### config.mk
export PLATFORM = sky130hd
export DESIGN_NAME = rpm_shift_light_bar_flat
export DESIGN_NICKNAME = d
export VERILOG_FILES = /design/src/sv/rslb_pkg.sv /design/src/sv/rslb_in_if.sv /design/src/sv/rslb_out_if.sv /design/src/sv/rpm_shift_light_bar.sv /design/src/sv/rslb_div.sv /design/src/flat_wrapper.sv
export SDC_FILE = /design/constraint.sdc
export NUM_CORES = 1
export LEC_CHECK = 0
export ABC_AREA = 1
export BUFFER_PORTS_ARGS = -buffer_cell sky130_fd_sc_hd__clkbuf_2
export CAP_MARGIN = 20
export CORE_ASPECT_RATIO = 2
export CORE_MARGIN = 2
export CORE_UTILIZATION = 34
export CTS_CLUSTER_SIZE = 30
export DETAILED_ROUTE_END_ITERATION = 7
export GPL_TIMING_DRIVEN = 0
export PLACE_DENSITY_LB_ADDON = 0.2
export SLEW_MARGIN = 20
export SYNTH_ARGS = -nofsm -noshare
export SYNTH_HDL_FRONTEND = slang
export SYNTH_SLANG_ARGS = --single-unit
### constraint.sdc
create_clock -name clk -period 7.55 [get_ports clk]
set_input_delay 0.3775 -clock clk [delete_from_list [all_inputs] [get_ports clk]]
set_output_delay 0.3775 -clock clk [all_outputs]
set_load 0.1 [all_outputs]
### src/sv/rslb_pkg.sv
// ----------------------------------------------------------------------------
// rslb_pkg
// shared widths, register indexes and divider handshake types for the
// shift-light bar
// ----------------------------------------------------------------------------
package rslb_pkg;

  localparam int unsigned MAX_PIXELS = 64;

  localparam int unsigned SPEED_W   = 16;
  localparam int unsigned TIME_W    = 32;
  localparam int unsigned COUNT_W   = 7;
  localparam int unsigned INDEX_W   = 6;
  localparam int unsigned COLOR_W   = 8;
  localparam int unsigned CFG_IDX_W = 3;
  localparam int unsigned CFG_DAT_W = 16;

  localparam int unsigned DVD_W  = SPEED_W + COUNT_W;
  localparam int unsigned QUOT_W = COUNT_W;
  localparam int unsigned HALF_W = COUNT_W - 1;
  localparam int unsigned CNT_W  = $clog2(DVD_W);

  localparam logic [CFG_IDX_W-1:0] REG_ENABLE    = 3'd0;
  localparam logic [CFG_IDX_W-1:0] REG_SPEED_MAX = 3'd1;
  localparam logic [CFG_IDX_W-1:0] REG_GREEN     = 3'd2;
  localparam logic [CFG_IDX_W-1:0] REG_YELLOW    = 3'd3;
  localparam logic [CFG_IDX_W-1:0] REG_PIXELS    = 3'd4;
  localparam logic [CFG_IDX_W-1:0] REG_BLINK     = 3'd5;

  localparam logic [COLOR_W-1:0] COLOR_FULL = 8'hFF;
  localparam logic [COLOR_W-1:0] COLOR_OFF  = 8'h00;

  typedef struct packed {
    logic               start;
    logic [DVD_W-1:0]   dividend;
    logic [SPEED_W-1:0] divisor;
  } div_req_t;

  typedef struct packed {
    logic              done;
    logic [QUOT_W-1:0] quotient;
  } div_rsp_t;

endpackage

### src/sv/rslb_in_if.sv
// ----------------------------------------------------------------------------
// rslb_in_if
// speed sample channel: valid/ready with speed and millisecond timestamp
// ----------------------------------------------------------------------------
interface rslb_in_if;
  logic                         valid;
  logic                         ready;
  logic [rslb_pkg::SPEED_W-1:0] speed;
  logic [rslb_pkg::TIME_W-1:0]  now_ms;

  modport source (output valid, output speed, output now_ms, input ready);
  modport sink   (input valid, input speed, input now_ms, output ready);
endinterface

### src/sv/rslb_out_if.sv
// ----------------------------------------------------------------------------
// rslb_out_if
// pixel channel: valid/ready with one pixel color and frame end flag per beat
// ----------------------------------------------------------------------------
interface rslb_out_if;
  logic                         valid;
  logic                         ready;
  logic [rslb_pkg::INDEX_W-1:0] pixel_index;
  logic [rslb_pkg::COLOR_W-1:0] red;
  logic [rslb_pkg::COLOR_W-1:0] green;
  logic [rslb_pkg::COLOR_W-1:0] blue;
  logic                         frame_last;

  modport source (output valid, output pixel_index, output red, output green,
                  output blue, output frame_last, input ready);
  modport sink   (input valid, input pixel_index, input red, input green,
                  input blue, input frame_last, output ready);
endinterface

### src/sv/rpm_shift_light_bar.sv
// ----------------------------------------------------------------------------
// rpm_shift_light_bar
// engine speed shift-light bar: one speed sample in, one frame of pixels out
// ----------------------------------------------------------------------------
// normal sample: bar length from a bit-serial divide, then one pixel per cycle
//   while the sink is ready (for both kinds of sample)
// over-speed sample: blink check, then if a toggle is due one pixel per cycle
// one sample at a time; the next is taken once the last pixel is in the
//   output register, which may still wait for the sink
// rst is synchronous: registers return to their defaults, blink state clears
module rpm_shift_light_bar (
  input  logic                             clk,
  input  logic                             rst,
  input  logic                             cfg_we,
  input  logic [rslb_pkg::CFG_IDX_W-1:0]   cfg_index,
  input  logic [rslb_pkg::CFG_DAT_W-1:0]   cfg_data,
  rslb_in_if.sink                          sample,
  rslb_out_if.source                       pixel
);

  typedef enum logic [1:0] {
    S_IDLE,
    S_BLINK,
    S_DIV,
    S_EMIT
  } state_t;

  state_t                         state;

  // configuration
  logic                           enable;
  logic [rslb_pkg::SPEED_W-1:0]   speed_max;
  logic [rslb_pkg::SPEED_W-1:0]   green_limit;
  logic [rslb_pkg::SPEED_W-1:0]   yellow_limit;
  logic [rslb_pkg::COUNT_W-1:0]   pixel_count;
  logic [rslb_pkg::SPEED_W-1:0]   blink_interval;

  // blink state
  logic [rslb_pkg::TIME_W-1:0]    last_toggle_time;
  logic                           blink_on;

  // per-sample working registers
  logic [rslb_pkg::TIME_W-1:0]    elapsed;
  logic [rslb_pkg::TIME_W-1:0]    now_hold;
  logic [rslb_pkg::COLOR_W-1:0]   col_red;
  logic [rslb_pkg::COLOR_W-1:0]   col_green;
  logic [rslb_pkg::HALF_W-1:0]    half;
  logic [rslb_pkg::COUNT_W-1:0]   pix_i;

  // output register
  logic                           out_valid;
  logic [rslb_pkg::INDEX_W-1:0]   out_index;
  logic [rslb_pkg::COLOR_W-1:0]   out_red;
  logic [rslb_pkg::COLOR_W-1:0]   out_green;
  logic                           out_last;

  logic                           accept;
  logic                           over;
  logic [rslb_pkg::COUNT_W-1:0]   n_used;
  logic [rslb_pkg::COUNT_W-1:0]   n_last;
  logic [rslb_pkg::COUNT_W-1:0]   mirror;
  logic [rslb_pkg::COUNT_W-1:0]   end_dist;
  logic                           pix_lit;
  logic                           out_free;

  rslb_pkg::div_req_t             div_req;
  rslb_pkg::div_rsp_t             div_rsp;

  assign n_used = (pixel_count > rslb_pkg::COUNT_W'(rslb_pkg::MAX_PIXELS))
                  ? rslb_pkg::COUNT_W'(rslb_pkg::MAX_PIXELS) : pixel_count;
  assign n_last = n_used - 1'b1;

  assign sample.ready = (state == S_IDLE);
  assign accept       = sample.valid && sample.ready;
  assign over         = (sample.speed > speed_max);

  assign div_req.start    = accept && enable && !over && (speed_max != '0);
  assign div_req.dividend = rslb_pkg::DVD_W'(sample.speed) * rslb_pkg::DVD_W'(n_used);
  assign div_req.divisor  = speed_max;

  rslb_div u_div (
    .clk (clk),
    .rst (rst),
    .req (div_req),
    .rsp (div_rsp)
  );

  // distance to the nearer end of the strip
  assign mirror   = n_last - pix_i;
  assign end_dist = (pix_i < mirror) ? pix_i : mirror;
  assign pix_lit  = (end_dist <= {1'b0, half});
  assign out_free = !out_valid || pixel.ready;

  always_ff @(posedge clk) begin
    if (rst) begin
      state            <= S_IDLE;
      enable           <= 1'b0;
      speed_max        <= 16'd10000;
      green_limit      <= 16'd6000;
      yellow_limit     <= 16'd8000;
      pixel_count      <= 7'd16;
      blink_interval   <= 16'd100;
      last_toggle_time <= '0;
      blink_on         <= 1'b0;
      out_valid        <= 1'b0;
    end else begin
      if (cfg_we) begin
        unique case (cfg_index)
          rslb_pkg::REG_ENABLE:    enable         <= cfg_data[0];
          rslb_pkg::REG_SPEED_MAX: speed_max      <= cfg_data;
          rslb_pkg::REG_GREEN:     green_limit    <= cfg_data;
          rslb_pkg::REG_YELLOW:    yellow_limit   <= cfg_data;
          rslb_pkg::REG_PIXELS:    pixel_count    <= cfg_data[rslb_pkg::COUNT_W-1:0];
          rslb_pkg::REG_BLINK:     blink_interval <= cfg_data;
          default: ;
        endcase
      end

      // while emitting, the output register is refilled below
      if (pixel.ready && (state != S_EMIT)) begin
        out_valid <= 1'b0;
      end

      unique case (state)
        S_IDLE: begin
          if (accept && enable) begin
            pix_i <= '0;
            if (over) begin
              elapsed  <= sample.now_ms - last_toggle_time;
              now_hold <= sample.now_ms;
              state    <= S_BLINK;
            end else begin
              priority if (sample.speed < green_limit) begin
                col_red   <= rslb_pkg::COLOR_OFF;
                col_green <= rslb_pkg::COLOR_FULL;
              end else if (sample.speed < yellow_limit) begin
                col_red   <= rslb_pkg::COLOR_FULL;
                col_green <= rslb_pkg::COLOR_FULL;
              end else begin
                col_red   <= rslb_pkg::COLOR_FULL;
                col_green <= rslb_pkg::COLOR_OFF;
              end
              if (speed_max == '0) begin
                // only speed zero gets here: full bar
                half  <= n_used[rslb_pkg::COUNT_W-1:1];
                state <= (n_used == '0) ? S_IDLE : S_EMIT;
              end else begin
                state <= S_DIV;
              end
            end
          end
        end

        S_BLINK: begin
          if (elapsed < rslb_pkg::TIME_W'(blink_interval)) begin
            state <= S_IDLE;
          end else begin
            last_toggle_time <= now_hold;
            blink_on         <= !blink_on;
            col_red          <= blink_on ? rslb_pkg::COLOR_OFF : rslb_pkg::COLOR_FULL;
            col_green        <= rslb_pkg::COLOR_OFF;
            // every pixel lit
            half             <= '1;
            state            <= (n_used == '0) ? S_IDLE : S_EMIT;
          end
        end

        S_DIV: begin
          if (div_rsp.done) begin
            half  <= div_rsp.quotient[rslb_pkg::QUOT_W-1:1];
            state <= (n_used == '0) ? S_IDLE : S_EMIT;
          end
        end

        S_EMIT: begin
          if (out_free) begin
            out_valid <= 1'b1;
            out_index <= pix_i[rslb_pkg::INDEX_W-1:0];
            out_red   <= pix_lit ? col_red : rslb_pkg::COLOR_OFF;
            out_green <= pix_lit ? col_green : rslb_pkg::COLOR_OFF;
            out_last  <= (pix_i == n_last);
            pix_i     <= pix_i + 1'b1;
            if (pix_i == n_last) begin
              state <= S_IDLE;
            end
          end
        end

        default: state <= S_IDLE;
      endcase
    end
  end

  assign pixel.valid       = out_valid;
  assign pixel.pixel_index = out_index;
  assign pixel.red         = out_red;
  assign pixel.green       = out_green;
  assign pixel.blue        = rslb_pkg::COLOR_OFF;
  assign pixel.frame_last  = out_last;

endmodule

### src/sv/rslb_div.sv
// ----------------------------------------------------------------------------
// rslb_div
// bit-serial restoring divider, one quotient bit per cycle, dividend shifted
// in msb first
// ----------------------------------------------------------------------------
module rslb_div (
  input  logic               clk,
  input  logic               rst,
  input  rslb_pkg::div_req_t req,
  output rslb_pkg::div_rsp_t rsp
);

  logic                             busy;
  logic [rslb_pkg::CNT_W-1:0]       cnt;
  logic [rslb_pkg::DVD_W-1:0]       dvd;
  logic [rslb_pkg::SPEED_W-1:0]     divisor;
  logic [rslb_pkg::SPEED_W-1:0]     rem;
  logic [rslb_pkg::QUOT_W-1:0]      quot;
  logic                             done;

  logic [rslb_pkg::SPEED_W:0]       trial;
  logic [rslb_pkg::SPEED_W:0]       diff;
  logic                             qbit;

  // shift next dividend bit into the partial remainder and try the subtract
  assign trial = {rem, dvd[rslb_pkg::DVD_W-1]};
  assign diff  = trial - {1'b0, divisor};
  assign qbit  = (trial >= {1'b0, divisor});

  always_ff @(posedge clk) begin
    if (rst) begin
      busy <= 1'b0;
      done <= 1'b0;
      cnt  <= '0;
    end else begin
      if (req.start) begin
        busy    <= 1'b1;
        done    <= 1'b0;
        cnt     <= rslb_pkg::CNT_W'(rslb_pkg::DVD_W - 1);
        dvd     <= req.dividend;
        divisor <= req.divisor;
        rem     <= '0;
        quot    <= '0;
      end else if (busy) begin
        dvd  <= {dvd[rslb_pkg::DVD_W-2:0], 1'b0};
        rem  <= qbit ? diff[rslb_pkg::SPEED_W-1:0] : trial[rslb_pkg::SPEED_W-1:0];
        quot <= {quot[rslb_pkg::QUOT_W-2:0], qbit};
        cnt  <= cnt - 1'b1;
        done <= (cnt == '0);
        if (cnt == '0) begin
          busy <= 1'b0;
        end
      end else begin
        done <= 1'b0;
      end
    end
  end

  assign rsp.done     = done;
  assign rsp.quotient = quot;

endmodule
### src/flat_wrapper.sv
// flat-port wrapper written by rule: the top's interface ports become plain ports
module rpm_shift_light_bar_flat 
  (clk, rst, cfg_we, cfg_index, cfg_data, sample_valid, sample_speed, sample_now_ms, sample_ready, pixel_valid, pixel_pixel_index, pixel_red, pixel_green, pixel_blue, pixel_frame_last, pixel_ready);
  rslb_in_if sample_i ();
  rslb_out_if pixel_i ();
  input  logic clk;
  input  logic rst;
  input  logic cfg_we;
  input  logic [rslb_pkg::CFG_IDX_W-1:0] cfg_index;
  input  logic [rslb_pkg::CFG_DAT_W-1:0] cfg_data;
  input wire logic [$bits(sample_i.valid)-1:0] sample_valid;
  input wire logic [$bits(sample_i.speed)-1:0] sample_speed;
  input wire logic [$bits(sample_i.now_ms)-1:0] sample_now_ms;
  output wire logic [$bits(sample_i.ready)-1:0] sample_ready;
  output wire logic [$bits(pixel_i.valid)-1:0] pixel_valid;
  output wire logic [$bits(pixel_i.pixel_index)-1:0] pixel_pixel_index;
  output wire logic [$bits(pixel_i.red)-1:0] pixel_red;
  output wire logic [$bits(pixel_i.green)-1:0] pixel_green;
  output wire logic [$bits(pixel_i.blue)-1:0] pixel_blue;
  output wire logic [$bits(pixel_i.frame_last)-1:0] pixel_frame_last;
  input wire logic [$bits(pixel_i.ready)-1:0] pixel_ready;
  assign sample_i.valid = sample_valid;
  assign sample_i.speed = sample_speed;
  assign sample_i.now_ms = sample_now_ms;
  assign sample_ready = sample_i.ready;
  assign pixel_valid = pixel_i.valid;
  assign pixel_pixel_index = pixel_i.pixel_index;
  assign pixel_red = pixel_i.red;
  assign pixel_green = pixel_i.green;
  assign pixel_blue = pixel_i.blue;
  assign pixel_frame_last = pixel_i.frame_last;
  assign pixel_i.ready = pixel_ready;
  rpm_shift_light_bar u_core (.clk(clk), .rst(rst), .cfg_we(cfg_we), .cfg_index(cfg_index), .cfg_data(cfg_data), .sample(sample_i), .pixel(pixel_i));
endmodule
# Word-level counts from Yosys, hierarchy flattened
# Index checks and enable logic that the tools add are counted.
[op_classes]
add_sub_neg = 6
mul = 1
order_cmp = 8
eq_ne = 17
mux = 45
bitwise = 3
reduce_logical = 36
[op_table]
columns = ["cell", "n"]
rows = [
  ["two-way mux 8 bit", 10],
  ["two-way mux 23 bit", 2],
  ["two-way mux 7 bit", 5],
  ["< comparator 16 bit", 2],
  ["< comparator 32 x 16 -> 1 bit", 1],
  ["two-way mux 16 bit", 2],
  ["one-hot mux 8 bit (2 select lines)", 2],
  ["subtractor 32 bit", 1],
  ["two-way mux 6 bit", 5],
  ["multiplier 16 x 7 -> 23 bit", 1],
  ["one-hot mux 6 bit (3 select lines)", 1],
  ["AND reduction 2 bit", 9],
  ["greater-or-equal comparator 17 x 16 -> 1 bit", 1],
  ["> comparator 16 bit", 1],
  ["zero test 16 bit", 1],
  ["two-way mux 2 bit", 8],
  ["nonzero test 16 bit", 1],
  ["subtractor 16 bit", 1],
  ["one-hot mux 7 bit (2 select lines)", 1],
  ["!= test 2 bit, second input constant", 6],
  ["AND reduction 4 bit", 3],
  ["two-way mux 5 bit", 2],
  ["one-hot mux 2 bit (4 select lines)", 1],
  ["adder 7 x 1 -> 7 bit, second input constant", 1],
  ["29 further kinds", 48],
]
[totals]
register_bits = 293
in_bits = 72
output_inout_bits = 33
wordCells = 144

# Longest topological paths before layout
[logic_depth]
word_depth = 8
mapped_depth = 31
ltp_nobuf = 29

# Modules after synthesis
# A second synthesis with hierarchy kept.
[unflattened]
cells_unflattened = 2338
hier_area_um2 = 18795.5
[by_module_without_submodules]
columns = ["module", "instances", "cells_each", "area_per_inst_um2", "seq_area_each_um2"]
rows = [
  ["rpm_shift_light_bar", 1, 1842, 14816.7, 4804.6],
  ["rslb_div", 1, 496, 3978.8, 2001.9],
]

# Worst setup path before layout
# No wires, ideal clock.
[synth_timing]
kind = "flip-flop to flip-flop"
startpoint = "reg u_core.state[0]"
endpoint = "reg u_core.elapsed[0] (netlist bit), enable pin"
setup_time_ps = 565
t_arrival_ps = 5991
required_ps = 6985
path_slack_ps = 995
path_stages_with_launch = 5
path_buffers = 0
synth_period_minus_slack_ps = 6555
cell_sequence = "dfxtp_1 -> inv_1 -> ha_1 -> nand3_1 -> nor3_1"
[synth_via]
elab_chain_cells = 4
[synth_lines]
columns = ["element", "line_no", "rtl"]
rows = [
  ["from (decl)", "rpm_shift_light_bar.sv:28", "state_t state;"],
  ["from (signal assigned)", "rpm_shift_light_bar.sv:146", "state <= (n_used == '0) ? S_IDLE : S_EMIT;"],
  ["from (signal assigned)", "rpm_shift_light_bar.sv:164", "state <= (n_used == '0) ? S_IDLE : S_EMIT;"],
  ["from (signal assigned)", "rpm_shift_light_bar.sv:171", "state <= (n_used == '0) ? S_IDLE : S_EMIT;"],
  ["zero test 2 bit (*)", "rpm_shift_light_bar.sv:73", "assign sample.ready = (state == S_IDLE);"],
  ["net sample_ready", "flat_wrapper.sv:14", "output wire logic [$bits(sample_i.ready)-1:0] sample_ready;"],
  ["logical AND 1 bit", "rpm_shift_light_bar.sv:74", "assign accept = sample.valid && sample.ready;"],
  ["logical AND 1 bit", "rpm_shift_light_bar.sv:126", "if (accept && enable) begin"],
  ["AND reduction 4 bit (no source line) (*)", "n/a", ""],
  ["to (signal assigned)", "rpm_shift_light_bar.sv:129", "elapsed <= sample.now_ms - last_toggle_time;"],
  ["to (decl)", "rpm_shift_light_bar.sv:43", "logic [rslb_pkg::TIME_W-1:0] elapsed;"],
]
# Mark *: on every way through the listed nets, which the timed path passes. The rest lies on a longest branch.
# A chain may end at the register's enable or synchronous reset.

# Worst setup path after layout
[layout_timing]
startpoint = "reg u_core.pixel_count[6] (netlist bit)"
endpoint = "reg u_core.u_div.dvd[22] (netlist bit), data pin"
[layout_via]
elab_chain_cells = 4
[layout_lines]
columns = ["element", "line_no", "rtl"]
rows = [
  ["from (decl)", "rpm_shift_light_bar.sv:35", "logic [rslb_pkg::COUNT_W-1:0] pixel_count;"],
  ["from (signal assigned)", "rpm_shift_light_bar.sv:113", "rslb_pkg::REG_PIXELS: pixel_count <= cfg_data[rslb_pkg::COUNT_W-1:0];"],
  ["> comparator 7 bit", "rpm_shift_light_bar.sv:69", "assign n_used = (pixel_count > rslb_pkg::COUNT_W'(rslb_pkg::MAX_PIXELS))"],
  ["two-way mux 7 bit (*)", "rpm_shift_light_bar.sv:70", "? rslb_pkg::COUNT_W'(rslb_pkg::MAX_PIXELS) : pixel_count;"],
  ["multiplier 16 x 7 -> 23 bit (*)", "rpm_shift_light_bar.sv:78", "assign div_req.dividend = rslb_pkg::DVD_W'(sample.speed) * rslb_pkg::DVD_W'(n_used);"],
  ["two-way mux 23 bit (*)", "rslb_div.sv:36", "if (req.start) begin"],
  ["to (signal assigned)", "rslb_div.sv:40", "dvd <= req.dividend;"],
  ["to (signal assigned)", "rslb_div.sv:45", "dvd <= {dvd[rslb_pkg::DVD_W-2:0], 1'b0};"],
  ["to (decl)", "rslb_div.sv:15", "logic [rslb_pkg::DVD_W-1:0] dvd;"],
]
# Every way passes the cells marked *; elsewhere a longest branch is shown, timed or not.

==> impl_metrics.ini <==
[placed_design]
routabilityCongestion = 0.9973
pre_cts_ws_ns = 1.190
post-dp-hpwl_mm = 47.93
portBuffers = 95

[cts]
ctsResizeCount = 0
clk_latency_ns = 0.60
postCtsSetupBuffers = 0
cts_max_level = 1
root_buffer = clkbuf_16
numClockSinks = 265
holdBufCountCts = 32
cts_tree = done
clk_pin_slew_ns = 0.07
clockBufferDepth = 3
cts-buffers-inserted = 29

[pwr]
irDropWorstVdd_mv = 0.2072
power_density_nw_per_um2 = 234.8
leakage_nw = 9.860

[floorplanning]
die_h_um = 334.5
dieWidth_um = 169.3
initial_core_util_pct = 34.27
coreArea_um2 = 54200
row_count = 121
io_pins = 105
die-area_um2 = 56620

[routing]
vias = 15780
wire_per_inst_um = 18.39
drt-pass1-iter-count = 5
drc = 0
via_per_inst = 4.997
routed_wl_mm = 58.05
postRouteAntennaNets = 0
drt-initial-drc-count = 630

[timing]
rsz0062_at_grt = false
tightest_slew_ns = 1.063
timing.final.max_slew_violations = 0
setup_ws_ns = 1.222
timing.fmax_mhz = 158.0
whs_ns = 0.1134
fin_crit_sh_pct = 83.82
period_needed_ns = 6.329
final-hold-violation-count = 0
tns_ns = 0
fin_worst_skew_ns = 0.01101
setup_viol = 0
maxSlewHeadroom_pct = 28.84

[logic_synthesis]
synth_compound_gate_area_share_pct = 12.26
yosysWarnings = 0
synth_xor_area_share_pct = 2.688
ys_ff_latch = 265
seq_area_frac_synth_pct = 36.65
synth_area_um2 = 18570
yosysMostFrequentCell = nand2_1
synthArstFlopShare_pct = 0
synth_top_area_cell = edfxtp_1
synth_ff_type = edfxtp_1
avgSynthCellArea_um2 = 8.125
syn_inst = 2286
synth-edff-count = 150
synth_mux_area_share_pct = 0
synth-simple-area-share_pct = 19.15
synth.area.top_cells = edfxtp_1 24%, dfxtp_1 12%, ha_1 12%
synth_cell_types = 48
synth_top_family_by_area = adder cells
synthAdderAreaFrac_pct = 19.68
ys_top_cells_by_count = 422 x nand2_1, 360 x inv_1, 287 x nor2_1
synth.top_cell.area_share_pct = 24.25

[worst_setup_path]
cpPeakStageDelay_ns = 0.83
rr_worst_depth = 20
worst_setup_path_end_kind = flip-flop
worstPathMaxFanout = 10
arrival_ns = 6.63
critPathSlowestCell = nor2_1
required_ns = 7.85
start_kind = flip-flop
r2r-end = u_core.u_div.dvd[22]
critical_path_class = flip-flop to flip-flop
reg2reg_from = u_core.pixel_count[6]
path_cells = buf_4 > nor2_1 > inv_1 > clkbuf_1 > nor2_1 > fa_1 > fa_1 > fa_1 > inv_1 > fa_1 > inv_1 > ha_1 > a21oi_1 > a21boi_0 > nand2_1 > nand2_1 > nand3_1 > xor2_1 > nand2_1 > nand2_1
cp-endpoint = u_core.u_div.dvd[22]
crit_start = u_core.pixel_count[6]
regToRegSetupSlack_ns = 1.22

[finish]
fin_util_pct = 39.35
layout-drive-gt1-share_pct = 9.391
antenna_cells = 0
area_delta_synth_final_pct = 14.83
nets = 2779

[grt]
grt_max_degree = 47
overflow = 0
grt_pass1_vias = 16550
grt_usage_pct = 20.57
antenna_found_initial = 2
grt_pass1_wl_mm = 89.12

[run]
maxCapViolations = 0

[min_path]
hp-class = input pin to flip-flop
min_from = cfg_data[13]

[outcome]
status = finished, final reports clean
-- per-stage QoR --
stage / cell area (µm²) / instances / power, mW
after floorplan: 18600 / 2293 / 3.004
after global placement: 19920 / 3064 / 3.485
after detailed placement: 19990 / 3071 / 3.518
after CTS: 21330 / 3157 / 5.053
after global routing: 21330 / 3157 / 5.317
final: 21330 / 3157 / 5.008
-- routing by layer --
metal  track usage [%]  up-vias  wire (µm)
li1                  -     7786          -
met1             18.03     7442      19030
met2             41.48      348      32340
met3             2.325      197       1704
met4             15.28        4       4945
met5                 0        -         24
-- critical path: cells and delay by family, from the launching register on --
kind,cells,cell delay [ns]
fa+ha+maj,5,2.36
simple gates,7,1.50
buf+inv,5,1.06
compound gates,2,0.64
flops,1,0.30
xor+xnor,1,0.15
-- state kept, by name (all words and copies together), names as in the netlist, 2 cells and up --
name	flops
u_core.speed_max	16
u_core.state	2
u_core.green_limit	16
u_core.elapsed	32
u_core.u_div.rem	16
u_core.blink_interval	16
u_core.pixel_count	7
u_core.now_hold	32
u_core.u_div.dvd	23
u_core.u_div.divisor	16
u_core.yellow_limit	16
u_core.pix_i	7
u_core.u_div.cnt	5
u_core.half	6
u_core.last_toggle_time	32
u_core.u_div.quot	7
u_core.pixel.pixel_index	6
-- worst min path at each step --
stage	to	slack, ns	cells past startpoint
CTS	u_core.speed_max[13]	0.08	3
global placement	u_core.u_div.divisor[2]	0.42	0
floorplan	u_core.u_div.divisor[10]	0.41	0
global route	u_core.speed_max[13]	0.11	3
detailed placement	u_core.u_div.divisor[3]	0.42	0
finish	u_core.speed_max[13]	0.11	3
-- cells by family (layout without fill, tap and decap cells) --
kind of cell    after synthesis  after routing
compound gates              413            413
xor+xnor                     57             57
fa+ha+maj                   249            249
buf+inv                     437            625
flops                       265            265
other cells                   1              8
simple gates                864            864
-- area by class of cell --
| cell class | count | area (µm²) |
|---|---|---|
| Tap cell | 676 | 845.8 |
| Buffer | 69 | 389.1 |
| Sequential cell | 265 | 6807 |
| Inverter | 368 | 1384 |
| Timing Repair Buffer | 134 | 852.1 |
| Fill cell | 5642 | 32870 |
| Clock inverter | 13 | 85.08 |
| Multi-Input combinational cell | 1591 | 10040 |
| Clock buffer | 41 | 927.1 |
-- placed cells by master, fill, tap and decap left out, types with 69 or more instances in the layout --
| cell type | Yosys | final |
|---|---|---|
| nand2_1 | 422 | 421 |
| inv_1 | 360 | 360 |
| nor2_1 | 287 | 287 |
| ha_1 | 177 | 177 |
| a21oi_1 | 167 | 167 |
| o21ai_0 | 163 | 163 |
| edfxtp_1 | 150 | 150 |
| dfxtp_1 | 115 | 115 |
| clkbuf_2 | 0 | 95 |
| fa_1 | 72 | 72 |
| nand3_1 | 69 | 69 |
-- report_power, final --
group / switching (mW) / internal [mW] / leakage [nW] / total, mW
combinational: 1.18 / 0.584 / 7.06 / 1.76
sequential: 0.0609 / 1.68 / 2.29 / 1.74
clock: 0.647 / 0.861 / 0.508 / 1.51
(Power assumes the default switching activity.)
